## config.mk

```make
export PLATFORM = sky130hd
export DESIGN_NAME = fat_boot_sector_decode_top
export DESIGN_NICKNAME = d
export VERILOG_FILES = /design/src/rtl/fbsd_pkg.sv /design/src/rtl/fat_boot_sector_decode_top.sv
export SDC_FILE = /design/constraint.sdc
export NUM_CORES = 2
export LEC_CHECK = 0
export ABC_AREA = 0
export ABC_CLOCK_PERIOD_IN_PS = 13100
export BUFFER_PORTS_ARGS = -buffer_cell sky130_fd_sc_hd__buf_4
export CORE_MARGIN = 1
export CORE_UTILIZATION = 35
export DETAILED_ROUTE_END_ITERATION = 10
export PLACE_DENSITY = 0.56
export SETUP_SLACK_MARGIN = 0.5
export SYNTH_ARGS = -nofsm -noshare
export SYNTH_HDL_FRONTEND = slang
export SYNTH_SLANG_ARGS = --single-unit
```

## constraint.sdc

```tcl
create_clock -name aclk -period 13.1 [get_ports aclk]
set_input_delay 2.62 -clock aclk [delete_from_list [all_inputs] [get_ports aclk]]
set_output_delay 2.62 -clock aclk [all_outputs]
set_load 0.01 [all_outputs]
```

## src/rtl/fbsd_pkg.sv

```systemverilog
// ----------------------------------------------------------------------------
// FAT boot sector decode package
// Field widths, valid geometry codes, FAT type codes and error bit positions
// shared by the decoder and its port checker.
// ----------------------------------------------------------------------------
package fbsd_pkg;

    // Input field widths.
    localparam int SECTOR_SIZE_W   = 16;
    localparam int CLUSTER_SECS_W  = 8;
    localparam int COUNT16_W       = 16;
    localparam int COUNT32_W       = 32;
    localparam int COPIES_W        = 8;

    // Result field widths.
    localparam int ERROR_W         = 6;
    localparam int KIND_W          = 2;
    localparam int ROOT_SECS_W     = 13;
    localparam int FIRST_DATA_W    = 33;
    localparam int FAT_OFFSET_W    = 28;
    localparam int BYTES44_W       = 44;
    localparam int BYTES48_W       = 48;

    // Internal widths.
    localparam int SSHIFT_W        = 4;
    localparam int CSHIFT_W        = 3;
    localparam int FAT_AREA_W      = 40;

    // Valid bytes-per-sector values.
    localparam logic [SECTOR_SIZE_W-1:0] SECTOR_512  = 16'd512;
    localparam logic [SECTOR_SIZE_W-1:0] SECTOR_1024 = 16'd1024;
    localparam logic [SECTOR_SIZE_W-1:0] SECTOR_2048 = 16'd2048;
    localparam logic [SECTOR_SIZE_W-1:0] SECTOR_4096 = 16'd4096;

    // Cluster count limits that pick the FAT type.
    localparam logic [COUNT32_W-1:0] FAT12_CLUSTER_LIMIT = 32'd4085;
    localparam logic [COUNT32_W-1:0] FAT16_CLUSTER_LIMIT = 32'd65525;

    // FAT type codes.
    localparam logic [KIND_W-1:0] KIND_FAT12 = 2'd0;
    localparam logic [KIND_W-1:0] KIND_FAT16 = 2'd1;
    localparam logic [KIND_W-1:0] KIND_FAT32 = 2'd2;

    // Error bit positions.
    localparam int ERR_SECTOR_SIZE  = 0;
    localparam int ERR_CLUSTER_SIZE = 1;
    localparam int ERR_TOTAL        = 2;
    localparam int ERR_RESERVED     = 3;
    localparam int ERR_FAT_SECTORS  = 4;
    localparam int ERR_FAT_COPIES   = 5;

    // Middle stage contents: checks done so far and the selected counts.
    typedef struct packed {
        logic [ERROR_W-2:0]      err;
        logic                    copies_zero;
        logic [COUNT32_W-1:0]    total;
        logic [COUNT32_W-1:0]    spf;
        logic [FAT_AREA_W-1:0]   fat_area;
        logic [COUNT16_W-1:0]    resv;
        logic [ROOT_SECS_W-1:0]  root_secs;
        logic [SSHIFT_W-1:0]     sshift;
        logic [CSHIFT_W-1:0]     cshift;
        logic [COUNT32_W-1:0]    rclust;
    } mid_t;

    // One decoded result item.
    typedef struct packed {
        logic [ERROR_W-1:0]      error_bits;
        logic [KIND_W-1:0]       fat_kind;
        logic [COUNT32_W-1:0]    cluster_total;
        logic [ROOT_SECS_W-1:0]  root_dir_sector_count;
        logic [FIRST_DATA_W-1:0] data_first_sector;
        logic [COUNT32_W-1:0]    data_sector_total;
        logic [FAT_OFFSET_W-1:0] fat_offset_bytes;
        logic [BYTES44_W-1:0]    fat_size_bytes;
        logic [BYTES48_W-1:0]    root_offset_bytes;
        logic [BYTES48_W-1:0]    data_offset_bytes;
        logic [BYTES44_W-1:0]    volume_bytes;
        logic [BYTES44_W-1:0]    data_region_bytes;
    } res_t;

endpackage

```

## src/rtl/fat_boot_sector_decode_top.sv

```systemverilog
// ----------------------------------------------------------------------------
// FAT boot sector decode
// Checks the geometry fields of a FAT boot sector and derives the volume
// layout in a three-register pipeline.
// ----------------------------------------------------------------------------
// The block takes one item per clock cycle while s_ready is high and passes it
// through an input register, a middle register after the field checks and the
// FAT-size multiply, and the result register after the layout arithmetic. Each
// stage advances when the next one is empty or moving, so a stalled result holds
// the pipeline while s_ready falls only once every stage is full. With any error
// bit set, all layout fields of the result are zero. There is no configuration
// and no state between items.
module fat_boot_sector_decode_top (
    input  logic                                 aclk,
    input  logic                                 aresetn,
    input  logic                                 s_valid,
    output logic                                 s_ready,
    input  logic [fbsd_pkg::SECTOR_SIZE_W-1:0]   s_sector_size_field,
    input  logic [fbsd_pkg::CLUSTER_SECS_W-1:0]  s_cluster_sectors_field,
    input  logic [fbsd_pkg::COUNT16_W-1:0]       s_total_sectors_short,
    input  logic [fbsd_pkg::COUNT32_W-1:0]       s_total_sectors_long,
    input  logic [fbsd_pkg::COUNT16_W-1:0]       s_reserved_sector_count,
    input  logic [fbsd_pkg::COUNT16_W-1:0]       s_fat_sectors_short,
    input  logic [fbsd_pkg::COUNT32_W-1:0]       s_fat_sectors_long,
    input  logic [fbsd_pkg::COPIES_W-1:0]        s_fat_copies,
    input  logic [fbsd_pkg::COUNT16_W-1:0]       s_root_entry_count,
    input  logic [fbsd_pkg::COUNT32_W-1:0]       s_root_start_cluster,
    output logic                                 m_valid,
    input  logic                                 m_ready,
    output logic [fbsd_pkg::ERROR_W-1:0]         m_error_bits,
    output logic [fbsd_pkg::KIND_W-1:0]          m_fat_kind,
    output logic [fbsd_pkg::COUNT32_W-1:0]       m_cluster_total,
    output logic [fbsd_pkg::ROOT_SECS_W-1:0]     m_root_dir_sector_count,
    output logic [fbsd_pkg::FIRST_DATA_W-1:0]    m_data_first_sector,
    output logic [fbsd_pkg::COUNT32_W-1:0]       m_data_sector_total,
    output logic [fbsd_pkg::FAT_OFFSET_W-1:0]    m_fat_offset_bytes,
    output logic [fbsd_pkg::BYTES44_W-1:0]       m_fat_size_bytes,
    output logic [fbsd_pkg::BYTES48_W-1:0]       m_root_offset_bytes,
    output logic [fbsd_pkg::BYTES48_W-1:0]       m_data_offset_bytes,
    output logic [fbsd_pkg::BYTES44_W-1:0]       m_volume_bytes,
    output logic [fbsd_pkg::BYTES44_W-1:0]       m_data_region_bytes
);
    import fbsd_pkg::*;

    // Pipeline control.
    logic a_valid_reg;
    logic b_valid_reg;
    logic c_valid_reg;
    logic b_ready;
    logic c_ready;

    // Input stage registers.
    logic [SECTOR_SIZE_W-1:0]  ssize_reg;
    logic [CLUSTER_SECS_W-1:0] csize_reg;
    logic [COUNT16_W-1:0]      ts16_reg;
    logic [COUNT32_W-1:0]      ts32_reg;
    logic [COUNT16_W-1:0]      resv_reg;
    logic [COUNT16_W-1:0]      spf16_reg;
    logic [COUNT32_W-1:0]      spf32_reg;
    logic [COPIES_W-1:0]       copies_reg;
    logic [COUNT16_W-1:0]      nroot_reg;
    logic [COUNT32_W-1:0]      rclust_reg;

    // Middle and result stages.
    mid_t mid_reg;
    mid_t mid_next;
    res_t res_reg;
    res_t res_next;

    // Stage one signals.
    logic [21:0] root_bytes_round;
    logic [21:0] root_secs_full;

    // Stage two signals.
    logic                    err_copies;
    logic [ERROR_W-1:0]      err_all;
    logic [COUNT32_W-1:0]    fa32;
    logic [33:0]             first_data;
    logic                    underflow;
    logic [COUNT32_W-1:0]    data_secs;
    logic [COUNT32_W-1:0]    clusters;
    logic [KIND_W-1:0]       kind;
    logic [FAT_OFFSET_W-1:0] fat_off;
    logic [BYTES44_W-1:0]    fat_size;
    logic [BYTES44_W-1:0]    fats_bytes;
    logic [44:0]             meta_bytes;
    logic [BYTES48_W-1:0]    root_sec_bytes;
    logic [COUNT32_W-1:0]    root_clust;
    logic [FAT_AREA_W-1:0]   clust_secs;
    logic [40:0]             root_sector;
    logic [51:0]             root_byte_full;
    logic [BYTES48_W-1:0]    root_off_fat32;
    logic [BYTES48_W-1:0]    root_off_legacy;

    // Each stage moves on when the stage after it is empty or moving.
    assign c_ready = !c_valid_reg || m_ready;
    assign b_ready = !b_valid_reg || c_ready;
    assign s_ready = !a_valid_reg || b_ready;

    always_ff @(posedge aclk) begin
        if (!aresetn) begin
            a_valid_reg <= 1'b0;
            b_valid_reg <= 1'b0;
            c_valid_reg <= 1'b0;
        end else begin
            if (s_ready) begin
                a_valid_reg <= s_valid;
            end
            if (b_ready) begin
                b_valid_reg <= a_valid_reg;
            end
            if (c_ready) begin
                c_valid_reg <= b_valid_reg;
            end
        end
    end

    // Capture an accepted input item.
    always_ff @(posedge aclk) begin
        if (s_valid && s_ready) begin
            ssize_reg  <= s_sector_size_field;
            csize_reg  <= s_cluster_sectors_field;
            ts16_reg   <= s_total_sectors_short;
            ts32_reg   <= s_total_sectors_long;
            resv_reg   <= s_reserved_sector_count;
            spf16_reg  <= s_fat_sectors_short;
            spf32_reg  <= s_fat_sectors_long;
            copies_reg <= s_fat_copies;
            nroot_reg  <= s_root_entry_count;
            rclust_reg <= s_root_start_cluster;
        end
    end

    // Stage one: field checks, count selection, FAT area product and the
    // root directory size in sectors.
    assign root_bytes_round = {1'b0, nroot_reg, 5'b0} + {6'b0, ssize_reg} - 22'd1;

    always_comb begin
        mid_next = '0;

        // Sector size must be one of the four legal values.
        unique case (ssize_reg)
            SECTOR_512:  mid_next.sshift = 4'd9;
            SECTOR_1024: mid_next.sshift = 4'd10;
            SECTOR_2048: mid_next.sshift = 4'd11;
            SECTOR_4096: mid_next.sshift = 4'd12;
            default: begin
                mid_next.sshift = 4'd9;
                mid_next.err[ERR_SECTOR_SIZE] = 1'b1;
            end
        endcase

        // Sectors per cluster must be a power of two.
        unique case (csize_reg)
            8'd1:    mid_next.cshift = 3'd0;
            8'd2:    mid_next.cshift = 3'd1;
            8'd4:    mid_next.cshift = 3'd2;
            8'd8:    mid_next.cshift = 3'd3;
            8'd16:   mid_next.cshift = 3'd4;
            8'd32:   mid_next.cshift = 3'd5;
            8'd64:   mid_next.cshift = 3'd6;
            8'd128:  mid_next.cshift = 3'd7;
            default: begin
                mid_next.cshift = 3'd0;
                mid_next.err[ERR_CLUSTER_SIZE] = 1'b1;
            end
        endcase

        // The short counts win when they are nonzero.
        mid_next.total = (ts16_reg != '0) ? {16'b0, ts16_reg} : ts32_reg;
        mid_next.spf   = (spf16_reg != '0) ? {16'b0, spf16_reg} : spf32_reg;

        mid_next.err[ERR_TOTAL] = (mid_next.total == '0);
        mid_next.err[ERR_RESERVED] = !mid_next.err[ERR_TOTAL]
                                     && ({16'b0, resv_reg} > mid_next.total);
        mid_next.err[ERR_FAT_SECTORS] = (mid_next.spf == '0)
                                        || (!mid_next.err[ERR_TOTAL]
                                            && (mid_next.spf > mid_next.total));

        root_secs_full = root_bytes_round >> mid_next.sshift;

        mid_next.copies_zero = (copies_reg == '0);
        mid_next.fat_area    = {32'b0, copies_reg} * {8'b0, mid_next.spf};
        mid_next.resv        = resv_reg;
        mid_next.root_secs   = root_secs_full[ROOT_SECS_W-1:0];
        mid_next.rclust      = rclust_reg;
    end

    always_ff @(posedge aclk) begin
        if (b_ready) begin
            mid_reg <= mid_next;
        end
    end

    // Stage two: the copies check and the volume layout. With no error the
    // FAT area fits in 32 bits, so the layout uses its low word.
    assign err_copies = mid_reg.copies_zero
                        || (!mid_reg.err[ERR_TOTAL] && !mid_reg.err[ERR_FAT_SECTORS]
                            && (mid_reg.fat_area > {8'b0, mid_reg.total}));
    assign err_all    = {err_copies, mid_reg.err};
    assign fa32       = mid_reg.fat_area[COUNT32_W-1:0];

    // Data region in sectors, saturating at zero.
    assign first_data = {18'b0, mid_reg.resv} + {2'b0, fa32} + {21'b0, mid_reg.root_secs};
    assign underflow  = ({2'b0, mid_reg.total} <= first_data);
    assign data_secs  = underflow ? '0 : (mid_reg.total - first_data[COUNT32_W-1:0]);
    assign clusters   = data_secs >> mid_reg.cshift;

    // FAT type by cluster count.
    always_comb begin
        priority if (clusters < FAT12_CLUSTER_LIMIT) begin
            kind = KIND_FAT12;
        end else if (clusters < FAT16_CLUSTER_LIMIT) begin
            kind = KIND_FAT16;
        end else begin
            kind = KIND_FAT32;
        end
    end

    // Byte offsets and sizes.
    assign fat_off        = {12'b0, mid_reg.resv} << mid_reg.sshift;
    assign fat_size       = {12'b0, mid_reg.spf} << mid_reg.sshift;
    assign fats_bytes     = {12'b0, fa32} << mid_reg.sshift;
    assign meta_bytes     = {17'b0, fat_off} + {1'b0, fats_bytes};
    assign root_sec_bytes = {35'b0, mid_reg.root_secs} << mid_reg.sshift;
    assign root_off_legacy = {3'b0, meta_bytes};

    // FAT32 root directory: cluster number to byte offset, saturated.
    assign root_clust     = (mid_reg.rclust >= 32'd2) ? (mid_reg.rclust - 32'd2) : '0;
    assign clust_secs     = {8'b0, root_clust} << mid_reg.cshift;
    assign root_sector    = {1'b0, clust_secs} + {7'b0, first_data};
    assign root_byte_full = {11'b0, root_sector} << mid_reg.sshift;
    assign root_off_fat32 = (root_byte_full[51:48] != '0) ? '1
                                                          : root_byte_full[BYTES48_W-1:0];

    always_comb begin
        res_next = '0;
        res_next.error_bits = err_all;
        if (err_all == '0) begin
            res_next.fat_kind              = kind;
            res_next.cluster_total         = clusters;
            res_next.root_dir_sector_count = mid_reg.root_secs;
            res_next.data_first_sector     = first_data[FIRST_DATA_W-1:0];
            res_next.data_sector_total     = data_secs;
            res_next.fat_offset_bytes      = fat_off;
            res_next.fat_size_bytes        = fat_size;
            res_next.volume_bytes          = {12'b0, mid_reg.total} << mid_reg.sshift;
            res_next.data_region_bytes     = {12'b0, data_secs} << mid_reg.sshift;
            if (kind == KIND_FAT32) begin
                res_next.root_offset_bytes = root_off_fat32;
                res_next.data_offset_bytes = root_off_legacy;
            end else begin
                res_next.root_offset_bytes = root_off_legacy;
                res_next.data_offset_bytes = root_off_legacy + root_sec_bytes;
            end
        end
    end

    always_ff @(posedge aclk) begin
        if (c_ready) begin
            res_reg <= res_next;
        end
    end

    // Result ports.
    assign m_valid                 = c_valid_reg;
    assign m_error_bits            = res_reg.error_bits;
    assign m_fat_kind              = res_reg.fat_kind;
    assign m_cluster_total         = res_reg.cluster_total;
    assign m_root_dir_sector_count = res_reg.root_dir_sector_count;
    assign m_data_first_sector     = res_reg.data_first_sector;
    assign m_data_sector_total     = res_reg.data_sector_total;
    assign m_fat_offset_bytes      = res_reg.fat_offset_bytes;
    assign m_fat_size_bytes        = res_reg.fat_size_bytes;
    assign m_root_offset_bytes     = res_reg.root_offset_bytes;
    assign m_data_offset_bytes     = res_reg.data_offset_bytes;
    assign m_volume_bytes          = res_reg.volume_bytes;
    assign m_data_region_bytes     = res_reg.data_region_bytes;

endmodule

```

==> results.md <==
* Yosys warnings at 0
* Post-synth ARST share at 0%
* Mapped Area at roughly 53000 um2
* First-pass GRT wire length at between 200000 and 300000 um
* Crit. End Element: register
* Max Freq at approximately 100 MHz
* Max reg flops at between 100 and 150
* PwrDens at roughly 270 nW/um2
* Post-synthesis cell type count at 90
* CTS clk-pin slew, worst paths at around 0.060 ns
* Die Span Y at 392 um
* Vias in the first global route at around 43000
* #FFs+latches synth at ~700
* Crit-path most repeated cell: a21oi_1
* # clock sinks at 697
* Initial Util at 35.4%
* Area Growth Syn to Fin at 15.7%
* Final HPWL DP at about 160000 um
* Hold buffers post-CTS at 0
* Min cycle time layout at about 9.6 ns
* Final WL at approximately 210000 um
* Total iterations of the first detailed-routing run at 6
* Least-Margin Pin Slew at between 1 and 1.5 ns
* Congestion Overflow GR at 0
* CTS tree: done
* Sequential area share after synthesis at between 30 and 40%
* CP startpoint kind: register
* Port bufs at about 530
* Hold WC Path Type: register to register
* TritonCTS Buffers at 80
* CP max stage cell: o211ai_1
* Critical path peak fanout at slightly below 70
* Leakage at roughly 0.027 uW
* CTS resizes at 0
* Drt wl/cell at between 20 and 30 um
* Kind of critical path: register to register
* CP arrival at ~10 ns
* Initial DRC Count at between 4000 and 5000
* Total power at approximately 17000 uW
* Die X at between 300 and 400 um
* Die area at around 150000 um2
* RSZ-0062 raised after global routing: no
* Remaining DRCs at 0
* Cells after synthesis at 5444
* Final hold vios at 0
* Largest net degree at the start of global routing at between 150 and 200
* Via density at 5.63
* Total Routing Usage GR at 26.6%
* Fraction of layout cells with a size suffix above 1 at 15.3%
* Clock Tree Buf Depth at 3
* Post-synth EDFFs at just under 700
* Postcts setup bufs at 0
* Final Max Slew Viols at 0
* Area of the multi-input gates at between 20000 and 30000 um2
* Clk root buf: clkbuf_16
* FF/Latch Area at 20900 um2
* I/O pins at approximately 570
* Critical Path RT at 13.65 ns
* Clock latency on the worst-skew pair at approximately 0.74 ns
* Worst slew margin at 18.2%
* Top cell type's share of synthesized area at between 30% and 40%
* Peak supply drop at between 400 and 500 uV
* Max_cap viols at 0
* CP max stage delay at around 0.9 ns
* Primary FF master, synth: edfxtp_1
* H-Tree Depth at 3
* Status: completed
* Largest cells by area after synthesis: edfxtp_1 (39%), fa_1 (7.4%), ha_1 (6.9%)
* Nets at roughly 6500
* Routability congestion estimate from global placement at 1.00
* Synth area leader: edfxtp_1
* DR vias at between 40000 and 50000
* Initial antenna violation count at 9
* Setup violators final at 0
* Core ar. at between 150000 and 200000 um2
* Final worst-path cycle share at ~73%
* Total Neg Setup Slack at 0 ns
* Filler cells at between 10000 and 15000
* # rows at 142
* Antenna-violating nets left at 0
* Clock skew at 0.0462 ns
* Post-Syn Area per Cell at 9.79 um2
layout by cell type, fill, tap and decap left out, drive strengths merged, types with 17 or more instances in the layout:
master | netlist | layout
edfxtp | 694 | 694
buf | 98 | 593
nand2 | 590 | 590
nor2 | 460 | 460
a21oi | 402 | 402
inv | 386 | 396
ha | 292 | 292
o21ai | 214 | 214
fa | 198 | 198
mux2i | 179 | 179
and2 | 137 | 137
xnor2 | 128 | 128
nor3 | 116 | 116
and3 | 100 | 100
a21o | 99 | 99
clkbuf | 265 | 93
nand3 | 83 | 83
xor2 | 77 | 77
a211oi | 73 | 73
nor2b | 60 | 60
mux2 | 58 | 58
nor4 | 57 | 57
mux4 | 55 | 55
nand4 | 50 | 50
o21a | 44 | 44
conb | 1 | 43
or3 | 42 | 42
nand2b | 41 | 41
o211ai | 39 | 39
clkinv | 3 | 34
a31oi | 32 | 32
or2 | 30 | 30
or4 | 30 | 30
o21bai | 25 | 25
o31ai | 22 | 22
a311oi | 19 | 19
o22ai | 17 | 17
a221oi | 17 | 17
critical path, delay by kind of cell, from the launching register on:
| family | cells | cell delay [ns] |
|---|---|---|
| and+or+nand+nor | 6 | 1.91 |
| adders and majority gates | 4 | 1.55 |
| buffers and inverters | 2 | 0.38 |
| DFF | 1 | 0.46 |
| xor gates and xnor gates | 1 | 0.26 |
| AOI/OAI and AO/OA | 15 | 4.76 |
Yosys cell counts (all sizes together) (32+ instances only):
library cell	number
nor2	460
o21a	44
o21ai	214
nor2b	60
inv	386
xnor2	128
mux2i	179
mux2	58
nand2	590
and2	137
fa	198
buf	98
nor4	57
ha	292
clkbuf	265
edfxtp	694
a211oi	73
o211ai	39
nand2b	41
nand4	50
nand3	83
a31oi	32
mux4	55
a21o	99
xor2	77
a21oi	402
and3	100
or3	42
nor3	116
cells by family after synthesis:
family	share of synthesized area, %
simple gates	16.4
compound gates	14.1
buf+inv	5.67
flops	39.2
fa+ha+maj	14.3
mux	6.91
xor+xnor	3.37
other cells	0.00704
metal layers:
| layer | share of wire (%) | vias up | global-route usage, % | routed length [um] |
|---|---|---|---|---|
| li1 | - | 20200 | - | - |
| met1 | 42 | 21800 | 36.0 | 88200 |
| met2 | 45 | 1992 | 42.0 | 94500 |
| met3 | 8.2 | 304 | 4.96 | 17100 |
| met4 | 4.0 | 4 | 10.1 | 8290 |
| met5 | 0.015 | - | 0 | 31 |
layout make-up:
type / count / area share, %
Clock buffer: 93 / 3.36
Inverter: 389 / 2.39
Tap cell: 2016 / 4.09
Multi-Input combinational cell: 4037 / 48.0
Clock inverter: 56 / 0.993
Sequential cell: 697 / 33.9
Antenna cell: 3 / 0.0122
Timing Repair Buffer: 593 / 7.26
per-stage QoR:
step                area, um2  instances  hold WS (ns)  util [%]  setup slack, ns
global placement        58900       7732         0.405      39.2             3.87
detailed placement      58900       7732         0.406      39.2             3.79
finish                  61600       7884         0.418      41.0             3.54
floorplan               53500       5486         0.400         -             3.45
CTS                     61600       7881         0.419      41.0             3.73
global route            61600       7881         0.426      41.0             2.95
path summary, 6_finish.rpt:
path	endpoint	from	cells past startpoint	slack, ns
setup / recovery	m_data_offset_bytes[42]	mid_reg[40]	28	3.54
hold / removal	mid_reg[11]	rclust_reg[11]	0	0.42
hold reg to reg	mid_reg[11]	rclust_reg[11]	0	0.42
setup reg to reg	m_data_offset_bytes[42]	mid_reg[40]	28	3.54
report_power, final:
part / internal (uW) / leakage (uW) / switching, uW
sequential: 2660 / 0.00779 / 199
combinational: 3830 / 0.0179 / 7840
clock: 1310 / 0.00129 / 1000
Power figures use the tool's default switching activity.
